File: config.mk
export PLATFORM = sky130hd
export DESIGN_NAME = srcl_queue
export DESIGN_NICKNAME = d
export VERILOG_FILES = /design/src/rtl/core/srcl_pkg.sv /design/src/rtl/core/srcl_queue.sv
export SDC_FILE = /design/constraint.sdc
export NUM_CORES = 1
export LEC_CHECK = 0
export BUFFER_PORTS_ARGS = -buffer_cell sky130_fd_sc_hd__buf_2
export CORE_MARGIN = 2
export CORE_UTILIZATION = 50
export CTS_CLUSTER_SIZE = 24
export DETAILED_ROUTE_END_ITERATION = 10
export PLACE_DENSITY = 0.71
export SYNTH_ARGS = -nofsm -noshare
export SYNTH_HDL_FRONTEND = slang
export SYNTH_SLANG_ARGS = --single-unit
File: constraint.sdc
create_clock -name clk -period 2.7 [get_ports clk]
set_clock_uncertainty 0.05 [all_clocks]
set_input_delay 0.27 -clock clk [delete_from_list [all_inputs] [get_ports clk]]
set_output_delay 0.27 -clock clk [all_outputs]
set_load 0.01 [all_outputs]
File: src/rtl/core/srcl_pkg.sv
// ----------------------------------------------------------------------------
// srcl_pkg
// Shared constants and types for the sparse row compress/lookup block.
// ----------------------------------------------------------------------------
package srcl_pkg;

  localparam int MAX_ROWS    = 32;
  localparam int MAX_COLS    = 32;
  localparam int MAX_ENTRIES = 1024;

  localparam int VAL_W  = 32;                      // element value
  localparam int IDX_W  = 5;                       // row / column fields
  localparam int DIM_W  = 6;                       // num_rows / num_cols
  localparam int CNT_W  = 11;                      // nonzero count
  localparam int ADDR_W = $clog2(MAX_ENTRIES);
  localparam int RS_DEPTH = MAX_ROWS + 1;
  localparam int RS_AW    = $clog2(RS_DEPTH);

  localparam int Q_DEPTH = 4;
  localparam int Q_AW    = $clog2(Q_DEPTH);

  // input action codes
  localparam logic ACT_LOAD  = 1'b0;
  localparam logic ACT_QUERY = 1'b1;

  // result status codes
  localparam logic STAT_OK    = 1'b0;
  localparam logic STAT_RANGE = 1'b1;

  // configuration register indexes
  localparam logic CFG_NUM_ROWS = 1'b0;
  localparam logic CFG_NUM_COLS = 1'b1;

  typedef enum logic [1:0] {
    REQ_LOAD,
    REQ_QUERY,
    REQ_QUERY_OOR
  } req_kind_t;

  typedef struct packed {
    req_kind_t          kind;
    logic               first;
    logic [VAL_W-1:0]   value;
    logic [IDX_W-1:0]   row;
    logic [IDX_W-1:0]   col;
  } req_t;

  // effective (clamped) matrix dimensions
  typedef struct packed {
    logic [DIM_W-1:0] rows;
    logic [DIM_W-1:0] cols;
  } dims_t;

endpackage

File: src/rtl/core/srcl_queue.sv
// ----------------------------------------------------------------------------
// srcl_queue
// Small request FIFO between the front and the back end.
// ----------------------------------------------------------------------------
module srcl_queue import srcl_pkg::*; (
  input  logic clk,
  input  logic rst_n,
  input  logic push,
  input  req_t push_req,
  input  logic pop,
  output req_t head,
  output logic empty,
  output logic full
);

  req_t            slot_r [Q_DEPTH];
  logic [Q_AW-1:0] wr_ptr_r, wr_ptr_nxt;
  logic [Q_AW-1:0] rd_ptr_r, rd_ptr_nxt;
  logic [Q_AW:0]   count_r, count_nxt;

  assign empty = (count_r == '0);
  assign full  = (count_r == (Q_AW+1)'(Q_DEPTH));
  assign head  = slot_r[rd_ptr_r];

  always_comb begin
    wr_ptr_nxt = push ? wr_ptr_r + Q_AW'(1) : wr_ptr_r;
    rd_ptr_nxt = pop  ? rd_ptr_r + Q_AW'(1) : rd_ptr_r;
    count_nxt  = count_r;
    if (push && !pop)      count_nxt = count_r + (Q_AW+1)'(1);
    else if (pop && !push) count_nxt = count_r - (Q_AW+1)'(1);
  end

  always_ff @(posedge clk) begin
    if (!rst_n) begin
      wr_ptr_r <= '0;
      rd_ptr_r <= '0;
      count_r  <= '0;
    end else begin
      wr_ptr_r <= wr_ptr_nxt;
      rd_ptr_r <= rd_ptr_nxt;
      count_r  <= count_nxt;
    end
  end

  always_ff @(posedge clk) begin
    if (push) slot_r[wr_ptr_r] <= push_req;
  end

endmodule

==> impl_metrics.env <==
export IMPL_outcome="finished, final reports clean"
export IMPL_die_h_microns=122
export IMPL_cts_tree="yes"
export IMPL_crit_path_top_delay_cell="dfxtp_4"
export IMPL_track_usage=0.175
export IMPL_rsz0062_at_grt="no"
export IMPL_cts_resized=0
export IMPL_nets=476
export IMPL_worstPathCellList="buf_4, mux4_2, buf_2"
export IMPL_path_max_fanout=16
export IMPL_core_sq_um=13800
export IMPL_maxCapViolations=0
export IMPL_clockBufferDepth=2
export IMPL_cp_endpoint="head[36]"
export IMPL_clkSinkCount=189
export IMPL_synthArstFlopShare=0
export IMPL_fp_dieW_microns=122
export IMPL_pwr_share_clk=0.355
export IMPL_rr_startpoint="wr_ptr_r[0]$_SDFFE_PN0P_"
export IMPL_yosys_most_used_dff="edfxtp_1"
export IMPL_routed_wl_mm=11.9
export IMPL_yosysMostFrequentCell="edfxtp_1"
export IMPL_multi_input_area_sq_um=1290
export IMPL_cp_end_kind="primary output"
export IMPL_intPower_mw=4.94
export IMPL_swShare=0.217
export IMPL_relSlewSlack=0.547
export IMPL_cts_root_buf="clkbuf_16"
export IMPL_initialDrtViolationCount=263
export IMPL_place_congestion=0.716
export IMPL_seq_area_sq_um=5590
export IMPL_slowest_delay_ns=0.57
export IMPL_ioPinCount=96
export IMPL_synthTopCellsByArea="edfxtp_1 (77%), mux4_2 (13%), dfxtp_1 (2.6%)"
export IMPL_fp_row_count=43
export IMPL_setup_tns_ns=0
export IMPL_grt_pass1_vias=3465
export IMPL_antenna_found_initial=1
export IMPL_synthesis_nets=333
export IMPL_yosys_warnings=0
export IMPL_drtPass1Iterations=4
export IMPL_antenna_left=0
export IMPL_num_fill_cells=990
export IMPL_syn_inst=278
export IMPL_start_kind="flip-flop"
export IMPL_grt_pass1_wl_mm=18.8
export IMPL_ys_seq_area_frac=0.798
export IMPL_path_class="flip-flop to primary output"
export IMPL_drive_above_1_share=0.408
export IMPL_max_freq_mhz=424
export IMPL_drv_slew=0
export IMPL_rrSetupSlack_ns=0.89
export IMPL_fin_crit_ns=2.36
export IMPL_power_density_nw_per_um2=739
export IMPL_diodes=0
export IMPL_grt_max_degree=46
export IMPL_leakage_nw=2.93
export IMPL_required_ns=2.38
export IMPL_initial_core_util=0.508
export IMPL_vias=3260
export IMPL_pwr_share_seq=0.542
export IMPL_cp_arrival_ns=2.04
export IMPL_setup_violations=0
export IMPL_grt_ovfl_total=0
export IMPL_dp_hpwl_mm=7.30
export IMPL_synth_edf_count=180
export IMPL_p_total_mw=6.31
export IMPL_area_growth_pct=21.9
export IMPL_comb_power_share=0.103
export IMPL_detail_route_vias_per_cell=5.31
export IMPL_numPortBuffers=95
export IMPL_tightestPinTransition_ns=0.680
export IMPL_synth_common_cells="edfxtp_1 (180), mux4_2 (40), and2_1 (9), dfxtp_1 (9)"
export IMPL_synth_seq_cells=189
export IMPL_finalCritPeriodShare=0.873
export IMPL_clk_latency_ns=0.42
export IMPL_path_clk_slew_ns=0.06
export IMPL_htreeDepth=4
export IMPL_synthesis_area_sq_um=7000
export IMPL_yosysTopAreaCell="edfxtp_1"
export IMPL_synth_distinct_cells=22
export IMPL_worst_hold_path_type="input pin to flip-flop"
export IMPL_reg2reg_depth=4
export IMPL_hold_viol=0
export IMPL_p_sw_mw=1.37
export IMPL_drc_errors=0
export IMPL_synth_top_area_share=0.772
export IMPL_vdd_drop_max_mv=0.404
export IMPL_r2r_end="slot_r[2][39]$_DFFE_PP_"
export IMPL_wl_per_cell_microns=19.5
export IMPL_synth_avg_cell_area_sq_um=25.2
export IMPL_die_area_sq_um=15000
export IMPL_cts_buffers=17
[area by class of cell]
class | instances | area share
clock inverter | 14 | 0.0122
timing repair buffer | 134 | 0.103
tap | 180 | 0.0264
sequential | 189 | 0.655
inverter | 4 | 0.00176
multi-input combinational | 75 | 0.151
clock buffer | 18 | 0.0503
[per-layer routing]
layer / up-vias / part of all wire / GRT usage
li1: 1458 / - / -
met1: 1700 / 0.43 / 0.230
met2: 83 / 0.49 / 0.275
met3: 17 / 0.055 / 0.0562
met4: 2 / 0.016 / 0.0690
met5: - / 0.00059 / 0
[metrics by stage]
stage	util	instances	hold WS, ns	area (sq um)	setup WS, ns
3_5_place_dp	0.560	553	0.438	7710	0.752
4_1_cts	0.619	614	0.0000674	8530	0.278
5_1_grt	0.619	614	0.00955	8530	0.199
3_3_place_gp	0.560	553	0.430	7710	0.758
6_report	0.619	614	0.0188	8530	0.342
2_1_floorplan	-	278	0.319	7000	0.622
[sequential cells by signal, summed over array words and instances (netlist names), named ones only]
| register | flops |
|---|---|
| count_r | 3 |
| rd_ptr_r | 2 |
| slot_r | 180 |
| wr_ptr_r | 2 |
[worst min path at each step]
stage | startpoint | to | cells after the start
after CTS | push_req[18] | slot_r[3][18]$_DFFE_PP_ | 1
final | push_req[16] | slot_r[3][16]$_DFFE_PP_ | 1
after detailed placement | push_req[27] | slot_r[2][27]$_DFFE_PP_ | 1
after floorplan | push_req[0] | slot_r[0][0]$_DFFE_PP_ | 0
after global placement | push_req[8] | slot_r[1][8]$_DFFE_PP_ | 1
after global routing | push_req[4] | slot_r[3][4]$_DFFE_PP_ | 1
[kinds of logic (layout without fill, tap and decap cells)]
group           Yosys count  count (layout)  share of synthesized area
mux                      47              47                      0.150
compound gates            2               2                    0.00179
fa+ha+maj                 6               6                     0.0118
simple gates             15              15                     0.0130
xor+xnor                  5               5                    0.00626
buf+inv                  14             170                     0.0188
flops                   189             189                      0.798
[power groups by stage]
| stage | Combinational [mW] | Clock (mW) | Sequential (mW) |
|---|---|---|---|
| final | 0.648 | 2.24 | 3.42 |
| after global placement | 0.617 | 0 | 3.47 |
| after global routing | 0.713 | 2.40 | 3.43 |
| after detailed placement | 0.627 | 0 | 3.48 |
| after CTS | 0.663 | 2.29 | 3.42 |
| after floorplan | 0.403 | 0 | 3.46 |
[cells in the final DEF (no fill, tap or decap), types with 3 or more instances in the layout]
master / Yosys / final
and2_1: 9 / 5
and2_2: 0 / 4
buf_12: 4 / 3
buf_2: 4 / 95
buf_4: 0 / 7
clkbuf_16: 0 / 17
clkinv_1: 0 / 5
clkinv_2: 0 / 3
clkinvlp_4: 0 / 3
dfxtp_1: 9 / 7
dlygate4sd3_1: 0 / 29
edfxtp_1: 180 / 180
ha_1: 5 / 5
inv_1: 4 / 4
mux4_1: 5 / 5
mux4_2: 40 / 40
xor2_1: 3 / 3
[critical path, delay by kind of cell, from the launching register on]
family / cells / cell delay, ns
buffers and inverters: 2 / 0.50
flip-flops: 1 / 0.57
multiplexers: 1 / 0.54
[timing repair]
| action | 4_1_cts | 5_1_grt |
|---|---|---|
| buffers inserted | 0 | 0 |
| endpoints found under the hold margin | 113 | 0 |
| hold buffers | 29 | 0 |
No activity file was read; power rests on OpenSTA's default activity.
