**config.mk**
```make
export PLATFORM = sky130hd
export DESIGN_NAME = srcl_front
export DESIGN_NICKNAME = d
export VERILOG_FILES = /design/src/rtl/core/srcl_pkg.sv /design/src/rtl/core/srcl_front.sv
export SDC_FILE = /design/constraint.sdc
export NUM_CORES = 1
export LEC_CHECK = 0
export BUFFER_PORTS_ARGS = -buffer_cell sky130_fd_sc_hd__buf_2
export CORE_ASPECT_RATIO = 1.75
export CORE_MARGIN = 2
export CORE_UTILIZATION = 33
export CTS_CLUSTER_SIZE = 20
export DETAILED_ROUTE_END_ITERATION = 8
export GPL_TIMING_DRIVEN = 0
export PLACE_DENSITY = 0.77
export REMOVE_ABC_BUFFERS = 1
export SYNTH_ARGS = -nofsm -noshare
export SYNTH_HDL_FRONTEND = slang
export SYNTH_SLANG_ARGS = --single-unit
```
**constraint.sdc**
```tcl
create_clock -name clk -period 1.6 [get_ports clk]
set_input_delay 0 -clock clk [delete_from_list [all_inputs] [get_ports clk]]
set_output_delay 0 -clock clk [all_outputs]
set_load 0.01 [all_outputs]
```
**src/rtl/core/srcl_pkg.sv**
```systemverilog
// ----------------------------------------------------------------------------
// srcl_pkg
// Shared constants and types for the sparse row compress/lookup block.
// ----------------------------------------------------------------------------
package srcl_pkg;

  localparam int MAX_ROWS    = 32;
  localparam int MAX_COLS    = 32;
  localparam int MAX_ENTRIES = 1024;

  localparam int VAL_W  = 32;                      // element value
  localparam int IDX_W  = 5;                       // row / column fields
  localparam int DIM_W  = 6;                       // num_rows / num_cols
  localparam int CNT_W  = 11;                      // nonzero count
  localparam int ADDR_W = $clog2(MAX_ENTRIES);
  localparam int RS_DEPTH = MAX_ROWS + 1;
  localparam int RS_AW    = $clog2(RS_DEPTH);

  localparam int Q_DEPTH = 4;
  localparam int Q_AW    = $clog2(Q_DEPTH);

  // input action codes
  localparam logic ACT_LOAD  = 1'b0;
  localparam logic ACT_QUERY = 1'b1;

  // result status codes
  localparam logic STAT_OK    = 1'b0;
  localparam logic STAT_RANGE = 1'b1;

  // configuration register indexes
  localparam logic CFG_NUM_ROWS = 1'b0;
  localparam logic CFG_NUM_COLS = 1'b1;

  typedef enum logic [1:0] {
    REQ_LOAD,
    REQ_QUERY,
    REQ_QUERY_OOR
  } req_kind_t;

  typedef struct packed {
    req_kind_t          kind;
    logic               first;
    logic [VAL_W-1:0]   value;
    logic [IDX_W-1:0]   row;
    logic [IDX_W-1:0]   col;
  } req_t;

  // effective (clamped) matrix dimensions
  typedef struct packed {
    logic [DIM_W-1:0] rows;
    logic [DIM_W-1:0] cols;
  } dims_t;

endpackage

```
**src/rtl/core/srcl_front.sv**
```systemverilog
// ----------------------------------------------------------------------------
// srcl_front
// Holds the dimension registers, accepts requests and tags each one as a
// load, an in-range query or an out-of-range query before queuing it.
// ----------------------------------------------------------------------------
module srcl_front import srcl_pkg::*; (
  input  logic                    clk,
  input  logic                    rst_n,
  input  logic                    in_valid,
  output logic                    in_ready,
  input  logic                    in_action,
  input  logic                    in_first,
  input  logic signed [VAL_W-1:0] in_value,
  input  logic [IDX_W-1:0]        in_row,
  input  logic [IDX_W-1:0]        in_col,
  input  logic                    cfg_we,
  input  logic                    cfg_index,
  input  logic [DIM_W-1:0]        cfg_data,
  input  logic                    q_full,
  output logic                    q_push,
  output req_t                    q_req,
  output dims_t                   dims
);

  logic [DIM_W-1:0] num_rows_r, num_rows_nxt;
  logic [DIM_W-1:0] num_cols_r, num_cols_nxt;
  logic             out_of_range;

  function automatic logic [DIM_W-1:0] clamp_dim(input logic [DIM_W-1:0] v,
                                                 input logic [DIM_W-1:0] hi);
    logic [DIM_W-1:0] r;
    r = v;
    if (v == '0) r = DIM_W'(1);
    else if (v > hi) r = hi;
    return r;
  endfunction

  always_comb begin
    num_rows_nxt = num_rows_r;
    num_cols_nxt = num_cols_r;
    if (cfg_we) begin
      unique case (cfg_index)
        CFG_NUM_ROWS: num_rows_nxt = cfg_data;
        CFG_NUM_COLS: num_cols_nxt = cfg_data;
        default: ;
      endcase
    end
  end

  always_ff @(posedge clk) begin
    if (!rst_n) begin
      num_rows_r <= DIM_W'(MAX_ROWS);
      num_cols_r <= DIM_W'(MAX_COLS);
    end else begin
      num_rows_r <= num_rows_nxt;
      num_cols_r <= num_cols_nxt;
    end
  end

  assign dims.rows = clamp_dim(num_rows_r, DIM_W'(MAX_ROWS));
  assign dims.cols = clamp_dim(num_cols_r, DIM_W'(MAX_COLS));

  assign out_of_range = (DIM_W'(in_row) >= dims.rows) || (DIM_W'(in_col) >= dims.cols);

  assign in_ready = !q_full;
  assign q_push   = in_valid && in_ready;

  always_comb begin
    q_req.first = in_first;
    q_req.value = $unsigned(in_value);
    q_req.row   = in_row;
    q_req.col   = in_col;
    if (in_action == ACT_LOAD) q_req.kind = REQ_LOAD;
    else if (out_of_range)     q_req.kind = REQ_QUERY_OOR;
    else                       q_req.kind = REQ_QUERY;
  end

endmodule

```
==> results of run 1 <==
==> routing by layer <==
metal	part of all wire [%]	up-vias	routed length, um
met1	29	464	1170
met2	52	81	2120
li1	-	474	-
met3	18	4	723
met4	2.3	0	96
met5	0	-	0
==> cells in the final DEF, fill, tap and decap left out, types with 3 or more instances in the layout <==
master                     synthesis  final
sky130_fd_sc_hd__buf_2             2     46
sky130_fd_sc_hd__nand2b_1         10      7
sky130_fd_sc_hd__nand2_1           8      8
sky130_fd_sc_hd__buf_6             1     17
sky130_fd_sc_hd__nor2_1            4      4
sky130_fd_sc_hd__mux2i_1           6      6
sky130_fd_sc_hd__nand2b_4          0      3
sky130_fd_sc_hd__buf_4            45      4
sky130_fd_sc_hd__dfxtp_2           0      9
sky130_fd_sc_hd__nand3_1           7      7
sky130_fd_sc_hd__nor2b_1           7      7
sky130_fd_sc_hd__ha_1             10     10
sky130_fd_sc_hd__a21boi_1          5      5
sky130_fd_sc_hd__inv_1            14     14
sky130_fd_sc_hd__clkbuf_8          0      3
==> flip-flops by register name, summed over array words and instances (netlist names) <==
signal / cells
num_rows_r: 6
num_cols_r: 6
==> cells by family after synthesis <==
group / share of synthesized area, %
compound gates: 6.61
mux: 5.12
simple gates: 21.1
fa+ha+maj: 10.7
buf+inv: 36.0
flops: 20.5
==> final timing paths <==
kind	startpoint	end	slack, ns	cells after the start
hold reg to reg	num_cols_r[0]	num_cols_r[0]	0.46	2
hold / removal	in_value[7]	q_req[17]	0.00004	0
setup reg to reg	num_rows_r[4]	num_rows_r[4]	0.86	3
setup / recovery	num_cols_r[5]	q_req[44]	-0.39	7
==> worst register-to-register path, cell delays in order, from the launching register on <==
cell,delay (ns)
sky130_fd_sc_hd__dfxtp_2,0.32
sky130_fd_sc_hd__buf_4,0.13
sky130_fd_sc_hd__mux2i_1,0.12
sky130_fd_sc_hd__nor2b_1,0.06
==> what timing repair did <==
action	CTS	global route
pin swaps	12	4
gates resized for setup	19	21
setup endpoints to repair	2	4
hold endpoints to repair	1	0
gates cloned	0	0
buffers inserted	19	0
hold buffers	1	0
==> power groups by stage <==
stage | logic (mW) | clock network [mW] | registers [mW]
2_1_floorplan | 0.0841 | 0 | 0.333
3_3_place_gp | 0.168 | 0 | 0.334
3_5_place_dp | 0.172 | 0 | 0.335
4_1_cts | 0.233 | 0.263 | 0.333
5_1_grt | 0.282 | 0.281 | 0.336
6_report | 0.262 | 0.258 | 0.333
==> through the flow <==
| stage | cells | util (%) | cell area, sq um |
|---|---|---|---|
| after CTS | 214 | 40.2 | 1370 |
| final | 214 | 42.5 | 1450 |
| after floorplan | 98 | - | 803 |
| after detailed placement | 191 | 32.4 | 1100 |
| after global placement | 191 | 32.4 | 1100 |
| after global routing | 214 | 42.5 | 1450 |
==> area by class of cell <==
cell class / instances / share of cell area, %
Clock buffer: 3 / 2.86
Sequential cell: 12 / 17.7
Timing Repair Buffer: 68 / 31.9
Inverter: 14 / 3.64
Multi-Input combinational cell: 72 / 40.0
Tap cell: 45 / 3.90
==> flow_metrics.env, run 1 <==
export IMPL_run_status="complete, but fails checks"
export IMPL_violations="negative setup slack"
export IMPL_vias_per_cell=4.78
export IMPL_crit_path_end_kind="primary output"
export IMPL_total_number_of_vias=1023
export IMPL_max_stage_delay_ns=0.37
export IMPL_cellLeakagePower_nw=0.771
export IMPL_grt_met3_usage_pct=16.9
export IMPL_post_synth_inst_count=149
export IMPL_worstSkewPairLatency_ns=0.23
export IMPL_number_of_nets_in_the_layout=237
export IMPL_most_used_routing_layer="met2"
export IMPL_cap_viol_max_count=0
export IMPL_clock_skew_ns=0
export IMPL_netlist_top_cells_count="45 x sky130_fd_sc_hd__buf_4, 14 x sky130_fd_sc_hd__inv_1, 12 x sky130_fd_sc_hd__dfxtp_1"
export IMPL_netlist_area_before_placement_sq_um=1170
export IMPL_clkTransAtPathRegs_ns=0.05
export IMPL_routed_wl_um=4110
export IMPL_total_switching_power_mw=0.221
export IMPL_avgSynthCellArea_sq_um=7.88
export IMPL_floorplan_initialDensity_pct=34.5
export IMPL_firstDrtPassIters=4
export IMPL_yosys_most_used_dff="sky130_fd_sc_hd__dfxtp_1"
export IMPL_synth_seq_cells=12
export IMPL_io_pins=115
export IMPL_async_flop_share_pct=0
export IMPL_clock_tree_root_cell="sky130_fd_sc_hd__clkbuf_8"
export IMPL_chipWidth_um=49.1
export IMPL_finalWorstSetupSlack_ns=-0.388
export IMPL_cellPowerDensity_nw_per_um2=591
export IMPL_antenna_found_initial=0
export IMPL_ys_warnings_count=0
export IMPL_setup_viol=4
export IMPL_hold_slack_ns=0.0000428
export IMPL_detailedPlacementHpwl_um=3240
export IMPL_seqPwrFrac_pct=39.1
export IMPL_grt_overflow_total=0
export IMPL_rows=28
export IMPL_top_cell_type_s_share_of_synthesized_area_pct=28.8
export IMPL_clock_tree_htree_level_count=1
export IMPL_synth_most_common_cell="sky130_fd_sc_hd__buf_4"
export IMPL_period_share_pct=124
export IMPL_number_of_fillers_in_the_final_layout=347
export IMPL_fp_coreArea_sq_um=3400
export IMPL_critical_path_cell_chain="nand2b_1 -> ha_1 -> a21oi_2 -> nor3b_1 -> or3_4 -> o21a_1 -> buf_2"
export IMPL_grt_usage_pct=19.3
export IMPL_critPathArrivalTime_ns=1.99
export IMPL_drc_errors=0
export IMPL_cts_tree="built"
export IMPL_first_global_vias=1007
export IMPL_power_total_mw=0.853
export IMPL_worst_ep_required_time_ns=1.60
export IMPL_post_drt_wl_per_cell_um=19.2
export IMPL_crit_family="simple AND/OR/NAND/NOR gates"
export IMPL_totalNegativeSetupSlack_ns=-1.28
export IMPL_grt_start_max_net_pins=13
export IMPL_postRouteAntennaNets=0
export IMPL_holdCritPathClass="input pin to primary output"
export IMPL_netlist_top_cells_area="sky130_fd_sc_hd__buf_4 29%, sky130_fd_sc_hd__dfxtp_1 20%, sky130_fd_sc_hd__ha_1 11%"
export IMPL_synth_lib_cells_used_distinct=22
export IMPL_worstSetupStartpointType="register"
export IMPL_worst_slew_margin_rel_pct=54.5
export IMPL_rsz_0062_raised_after_global_routing="yes"
export IMPL_grtUsageMet1_pct=14.2
export IMPL_port_buffer_count=48
export IMPL_layout_min_cycle_time_ns=1.99
export IMPL_layout_area_overhead_vs_synth_pct=23.1
export IMPL_p_clk_share_pct=30.2
export IMPL_grt_first_pass_wirelength_um=5550
export IMPL_die_height_um=82.9
export IMPL_power_share_combinational_pct=30.7
export IMPL_synth_sequential_area_ratio_pct=20.5
export IMPL_ff_latch_area_sq_um=255
export IMPL_maxSlewViolCount=0
export IMPL_power_switching_fraction_pct=26.0
export IMPL_worstSetupPathType="register to primary output"
export IMPL_multi_input_area_sq_um=578
export IMPL_synth_edf_count=0
export IMPL_crit_path_top_delay_cell="sky130_fd_sc_hd__or3_4"
export IMPL_worst_margin_slew_ns=0.681
export IMPL_number_of_cts_inserted_buffers=3
export IMPL_largest_fanout_on_the_critical_path=10
export IMPL_design_die_area_sq_um=4070
export IMPL_internal_power_mw=0.632
export IMPL_cts_root_to_sink_buffers=2
export IMPL_n_antenna_cell=0
export IMPL_place_worst_setup_slack_ns=-0.227
export IMPL_netlist_top_cell_by_area="sky130_fd_sc_hd__buf_4"
export IMPL_worstPathBufferInverterCount=1
export IMPL_cts_sink_count=12
export IMPL_count_of_endpoints_failing_hold_in_the_final_timing_report=0
export IMPL_drt_iter0_drc=10
export IMPL_globalRouteMet2Util_pct=33.0
export IMPL_finalWeightedCongestion=0.784
export IMPL_vdd_ir_drop_max_mv=0.231
export IMPL_layout_cells_sized_above_1_pct=53.3
export IMPL_fmax_ghz=0.503
(Power assumes the default switching activity.)
==> run 2: changes to the inputs <==
==> config.mk (replaced) <==
export PLATFORM = sky130hd
export DESIGN_NAME = srcl_front
export DESIGN_NICKNAME = d
export VERILOG_FILES = /design/src/rtl/core/srcl_pkg.sv /design/src/rtl/core/srcl_front.sv
export SDC_FILE = /design/constraint.sdc
export NUM_CORES = 1
export LEC_CHECK = 0
export CORE_MARGIN = 2
export CORE_UTILIZATION = 56
export CTS_CLUSTER_SIZE = 20
export DETAILED_ROUTE_END_ITERATION = 8
export DONT_BUFFER_PORTS = 1
export GPL_TIMING_DRIVEN = 0
export PLACE_DENSITY = 0.74
export REMOVE_ABC_BUFFERS = 1
export SYNTH_ARGS = -nofsm -noshare
export SYNTH_HDL_FRONTEND = slang
export SYNTH_SLANG_ARGS = --single-unit
==> flow_metrics.env, run 2 (same netlist as run 1, synthesis figures left out) <==
export IMPL_layout_cells_sized_above_1_pct=21.4
export IMPL_internal_power_mw=0.543
export IMPL_maxSlewViolCount=0
export IMPL_place_worst_setup_slack_ns=-0.397
export IMPL_layout_area_overhead_vs_synth_pct=-4.58
export IMPL_mostFrequentLayoutCell="sky130_fd_sc_hd__inv_1"
export IMPL_power_switching_fraction_pct=26.9
export IMPL_chipWidth_um=49.8
export IMPL_dpl_instance_area_sq_um=837
export IMPL_finalWorstSetupSlack_ns=-0.453
export IMPL_finalWeightedCongestion=0.914
export IMPL_largest_fanout_on_the_critical_path=2
export IMPL_drc_errors=0
export IMPL_layout_min_cycle_time_ns=2.05
export IMPL_postRouteAntennaNets=0
export IMPL_dp_cells=125
export IMPL_critical_path_cell_chain="nor4_2 -> nor2_1 -> nor2_2 -> ha_1 -> nand2b_4 -> a21oi_4 -> o22ai_4 -> o21a_1"
export IMPL_run_status="complete, but fails checks"
export IMPL_vias_per_cell=6.17
export IMPL_cts_root_to_sink_buffers=2
export IMPL_critPathArrivalTime_ns=2.05
export IMPL_total_switching_power_mw=0.199
export IMPL_fmax_ghz=0.487
export IMPL_holdCritPathClass="input pin to primary output"
export IMPL_crit_path_end_kind="primary output"
export IMPL_power_share_combinational_pct=23.0
export IMPL_fp_coreArea_sq_um=1960
export IMPL_vdd_ir_drop_max_mv=0.498
export IMPL_seqPwrFrac_pct=45.2
export IMPL_first_global_vias=839
export IMPL_port_buffer_count=0
export IMPL_finalInstanceArea_sq_um=1120
export IMPL_layout_cells_most_common_list="14 x sky130_fd_sc_hd__inv_1, 12 x sky130_fd_sc_hd__dlygate4sd3_1, 10 x sky130_fd_sc_hd__ha_1, 8 x sky130_fd_sc_hd__nand2b_1, 8 x sky130_fd_sc_hd__nand2_1"
export IMPL_totalNegativeSetupSlack_ns=-0.848
export IMPL_cap_viol_max_count=0
export IMPL_violations="negative setup slack"
export IMPL_period_share_pct=128
export IMPL_post_drt_wl_per_cell_um=29.4
export IMPL_setup_viol=2
export IMPL_number_of_cts_inserted_buffers=3
export IMPL_rsz_0062_raised_after_global_routing="yes"
export IMPL_cts_sink_count=12
export IMPL_instances_no_fill=144
export IMPL_met1_routed_length_um=940
export IMPL_routed_wl_um=4230
export IMPL_n_antenna_cell=0
export IMPL_cellLeakagePower_nw=0.501
export IMPL_wl_met2_um=2100
export IMPL_top_registers="num_cols_r (6), num_rows_r (6)"
export IMPL_max_stage_delay_ns=0.33
export IMPL_floorplan_initialDensity_pct=59.8
export IMPL_clock_skew_ns=0
export IMPL_cts_tree="built"
export IMPL_drt_iter0_drc=27
export IMPL_worst_slew_margin_rel_pct=52.2
export IMPL_final_util_pct=57.1
export IMPL_io_pins=115
export IMPL_total_number_of_vias=889
export IMPL_worstSetupPathType="register to primary output"
export IMPL_p_clk_share_pct=31.8
export IMPL_clkTransAtPathRegs_ns=0.07
export IMPL_highest_signal_layer="met4"
export IMPL_grt_usage_pct=33.3
export IMPL_firstDrtPassIters=4
export IMPL_worstSetupStartpointType="register"
export IMPL_grt_start_max_net_pins=13
export IMPL_clock_tree_root_cell="sky130_fd_sc_hd__clkbuf_4"
export IMPL_antenna_found_initial=0
export IMPL_worst_margin_slew_ns=0.716
export IMPL_worstSkewPairLatency_ns=0.27
export IMPL_count_of_endpoints_failing_hold_in_the_final_timing_report=0
export IMPL_routed_wl_met3_um=898
export IMPL_design_die_area_sq_um=2480
export IMPL_clock_tree_htree_level_count=1
export IMPL_grt_overflow_total=0
export IMPL_grt_first_pass_wirelength_um=5590
export IMPL_die_height_um=49.8
export IMPL_cellPowerDensity_nw_per_um2=663
export IMPL_detailedPlacementHpwl_um=3290
export IMPL_rows=16
export IMPL_worst_ep_required_time_ns=1.60
export IMPL_number_of_nets_in_the_layout=184
export IMPL_crit_path_top_delay_cell="sky130_fd_sc_hd__dfxtp_2"
run 2: timing repair:
| action | CTS | global route |
|---|---|---|
| hold endpoints to repair | 12 | 0 |
| setup buffers | 2 | 1 |
| hold buffers | 12 | 0 |
| endpoints found under the setup margin | 2 | 2 |
| gates resized for setup | 17 | 7 |
| pin swaps | 13 | 10 |
run 2: final timing paths:
path	startpoint	end	slack [ns]	cells after the start
worst max-delay path	num_rows_r[1]	q_req[44]	-0.45	8
worst min-delay path	in_col[1]	q_req[1]	0.000005	0
worst max register to register	num_rows_r[5]	num_rows_r[5]	0.31	3
worst min register to register	num_cols_r[0]	num_cols_r[0]	0.49	2
run 2: area by class of cell:
| type | instances | area [sq um] |
|---|---|---|
| fillers | 176 | 842 |
| multi-input cells | 72 | 602 |
| flip-flops and latches | 12 | 253 |
| repair buffers | 15 | 143 |
| inverters | 14 | 52.6 |
| clock buffers | 4 | 36.3 |
| well taps | 27 | 33.8 |
run 2: worst max-delay path: cells and delay by family (launching register included):
| kind | cells | cell delay [ns] |
|---|---|---|
| simple gates | 4 | 0.69 |
| compound gates | 3 | 0.51 |
| flops | 1 | 0.33 |
| fa+ha+maj | 1 | 0.26 |
run 2: per-layer routing:
layer	up-vias	track usage, %
met5	-	7.14
met4	0	24.1
met3	22	32.1
met2	98	58.0
met1	395	19.1
li1	374	-
run 2: power groups by stage:
stage	clock, mW	combinational [mW]	sequential, mW
after floorplan	0	0.0841	0.333
after global placement	0	0.0942	0.337
after detailed placement	0	0.0980	0.337
after CTS	0.239	0.152	0.331
after global routing	0.251	0.183	0.337
final	0.236	0.171	0.335
run 2: metrics by stage:
step           hold slack, ns  total power, mW
2_1_floorplan               0            0.417
6_report           0.00000513            0.742
3_5_place_dp        0.0000846            0.435
4_1_cts             0.0000844            0.722
3_3_place_gp        0.0000862            0.431
5_1_grt             0.0000441            0.771
==> run 3: changes to the inputs <==
--- a/config.mk
+++ b/config.mk
@@ -5,13 +5,13 @@
 export SDC_FILE = /design/constraint.sdc
 export NUM_CORES = 1
 export LEC_CHECK = 0
-export CORE_MARGIN = 2
-export CORE_UTILIZATION = 56
+export CORE_MARGIN = 4
+export CORE_UTILIZATION = 65
 export CTS_CLUSTER_SIZE = 20
 export DETAILED_ROUTE_END_ITERATION = 8
 export DONT_BUFFER_PORTS = 1
 export GPL_TIMING_DRIVEN = 0
-export PLACE_DENSITY = 0.74
+export PLACE_DENSITY = 0.81
 export REMOVE_ABC_BUFFERS = 1
 export SYNTH_ARGS = -nofsm -noshare
 export SYNTH_HDL_FRONTEND = slang
==> constraint.sdc (replaced) <==
create_clock -name clk -period 2.6 [get_ports clk]
set_input_delay 0 -clock clk [delete_from_list [all_inputs] [get_ports clk]]
set_output_delay 0 -clock clk [all_outputs]
set_load 0.01 [all_outputs]
==> flow_metrics.env, run 3 (same netlist as run 1, synthesis figures left out) <==
export IMPL_setup_viol=0
export IMPL_grt_start_max_net_pins=13
export IMPL_port_buffer_count=0
export IMPL_worstSetupStartpointType="register"
export IMPL_grt_usage_pct=28.1
export IMPL_routed_wl_um=3590
export IMPL_vdd_ir_drop_max_mv=0.215
export IMPL_finalWeightedCongestion=0.820
export IMPL_holdCritPathClass="input pin to primary output"
export IMPL_finalWorstSetupSlack_ns=0.343
export IMPL_layout_min_cycle_time_ns=2.26
export IMPL_critical_path_cell_chain="nor4_1 -> nor2_1 -> nor2_1 -> ha_1 -> nand2b_1 -> a21oi_1 -> o22ai_1 -> nor3_1"
export IMPL_place_worst_setup_slack_ns=0.611
export IMPL_ctsResizeCount=0
export IMPL_firstDrtPassIters=4
export IMPL_chipWidth_um=50.5
export IMPL_layout_cells_sized_above_1_pct=4.39
export IMPL_count_of_endpoints_failing_hold_in_the_final_timing_report=0
export IMPL_worst_margin_slew_ns=0.657
export IMPL_floorplan_initialDensity_pct=68.0
export IMPL_power_total_mw=0.427
export IMPL_post_drt_wl_per_cell_um=25.8
export IMPL_detailedPlacementHpwl_um=3070
export IMPL_antenna_found_initial=0
export IMPL_postRouteAntennaNets=0
export IMPL_drc_errors=0
export IMPL_critPathMostFrequentCell="sky130_fd_sc_hd__nor2_1"
export IMPL_hold_slack_ns=0.00000578
export IMPL_period_share_pct=86.8
export IMPL_worst_ep_required_time_ns=2.60
export IMPL_layout_area_overhead_vs_synth_pct=-15.6
export IMPL_number_of_nets_in_the_layout=181
export IMPL_cts_setup_buffers=0
export IMPL_n_antenna_cell=0
export IMPL_largest_fanout_on_the_critical_path=3
export IMPL_worstSetupPathType="register to primary output"
export IMPL_cellPowerDensity_nw_per_um2=431
export IMPL_number_of_cts_inserted_buffers=3
export IMPL_design_die_area_sq_um=2550
export IMPL_fmax_ghz=0.443
export IMPL_grt_first_pass_wirelength_um=4960
export IMPL_first_global_vias=791
export IMPL_maxSlewViolCount=0
export IMPL_clock_tree_root_cell="sky130_fd_sc_hd__clkbuf_4"
export IMPL_critPathArrivalTime_ns=2.26
export IMPL_cellLeakagePower_nw=0.460
export IMPL_cts_root_to_sink_buffers=2
export IMPL_layout_cells_most_common_list="14 x sky130_fd_sc_hd__inv_1, 12 x sky130_fd_sc_hd__dlygate4sd3_1, 12 x sky130_fd_sc_hd__dfxtp_1, 10 x sky130_fd_sc_hd__nand2b_1, 10 x sky130_fd_sc_hd__ha_1"
export IMPL_total_number_of_vias=787
export IMPL_clock_tree_htree_level_count=1
export IMPL_crit_path_end_kind="primary output"
export IMPL_worst_slew_margin_rel_pct=56.1
export IMPL_dp_cells=123
export IMPL_totalNegativeSetupSlack_ns=0
export IMPL_run_status="finished clean"
export IMPL_cap_viol_max_count=0
export IMPL_clkTransAtPathRegs_ns=0.07
export IMPL_cts_tree="built"
export IMPL_rows=15
export IMPL_mostFrequentLayoutCell="sky130_fd_sc_hd__inv_1"
export IMPL_worstPathBufferInverterCount=0
export IMPL_crit_path_top_delay_cell="sky130_fd_sc_hd__nor3_1"
export IMPL_io_pins=115
export IMPL_crit_family="simple AND/OR/NAND/NOR gates"
export IMPL_rsz_0062_raised_after_global_routing="no"
export IMPL_max_stage_delay_ns=0.37
export IMPL_worstSkewPairLatency_ns=0.27
export IMPL_die_height_um=50.5
export IMPL_drt_iter0_drc=12
export IMPL_top_registers="num_cols_r (6), num_rows_r (6)"
export IMPL_vias_per_cell=5.66
export IMPL_clock_skew_ns=0
export IMPL_fp_coreArea_sq_um=1730
export IMPL_instances_no_fill=139
export IMPL_grt_overflow_total=0
export IMPL_cts_sink_count=12
[run 3: worst paths after layout]
kind	slack, ns	start	endpoint	cells after the start
worst max-delay path	0.34	num_rows_r[1]	q_req[43]	8
worst min-delay path	0.000006	in_col[3]	q_req[3]	0
worst min register to register	0.46	num_cols_r[0]	num_cols_r[0]	2
worst max register to register	1.26	num_rows_r[5]	num_rows_r[5]	3
[run 3: per-layer routing]
metal | wire, um | track usage (%) | up-vias | share of wire (%)
met5 | 0 | 0 | - | 0
met4 | 0 | 7.17 | 0 | 0
met3 | 1070 | 37.7 | 0 | 30
met2 | 1550 | 41.5 | 86 | 43
met1 | 971 | 21.6 | 333 | 27
li1 | - | - | 368 | -
[run 3: worst register-to-register path: stages, from the launching register on]
cell,delay [ns]
sky130_fd_sc_hd__dfxtp_1,0.53
sky130_fd_sc_hd__mux2i_1,0.12
sky130_fd_sc_hd__nand2_1,0.09
sky130_fd_sc_hd__dlygate4sd3_1,0.54
[run 3: where the power goes]
part | switching [mW] | internal [mW] | total (mW) | leakage [nW]
Combinational | 0.0368 | 0.0420 | 0.0788 | 0.340
Clock | 0.0600 | 0.0850 | 0.145 | 0.0210
Sequential | 0.0108 | 0.193 | 0.204 | 0.0983
[run 3: area by class of cell]
type,instances,area (sq um)
Fill cell,145,736
Multi-Input combinational cell,72,510
Sequential cell,12,240
Timing Repair Buffer,12,120
Inverter,14,52.6
Clock buffer,4,36.3
Tap cell,25,31.3
[run 3: timing repair]
| action | CTS | global route |
|---|---|---|
| endpoints found under the hold margin | 12 | 0 |
| setup endpoints to repair | 0 | 0 |
| hold buffers | 12 | 0 |
[run 3: metrics by stage]
step | area (sq um) | util [%]
global route | 991 | 57.4
floorplan | 803 | -
detailed placement | 835 | 48.3
CTS | 991 | 57.4
finish | 991 | 57.4
global placement | 835 | 48.3
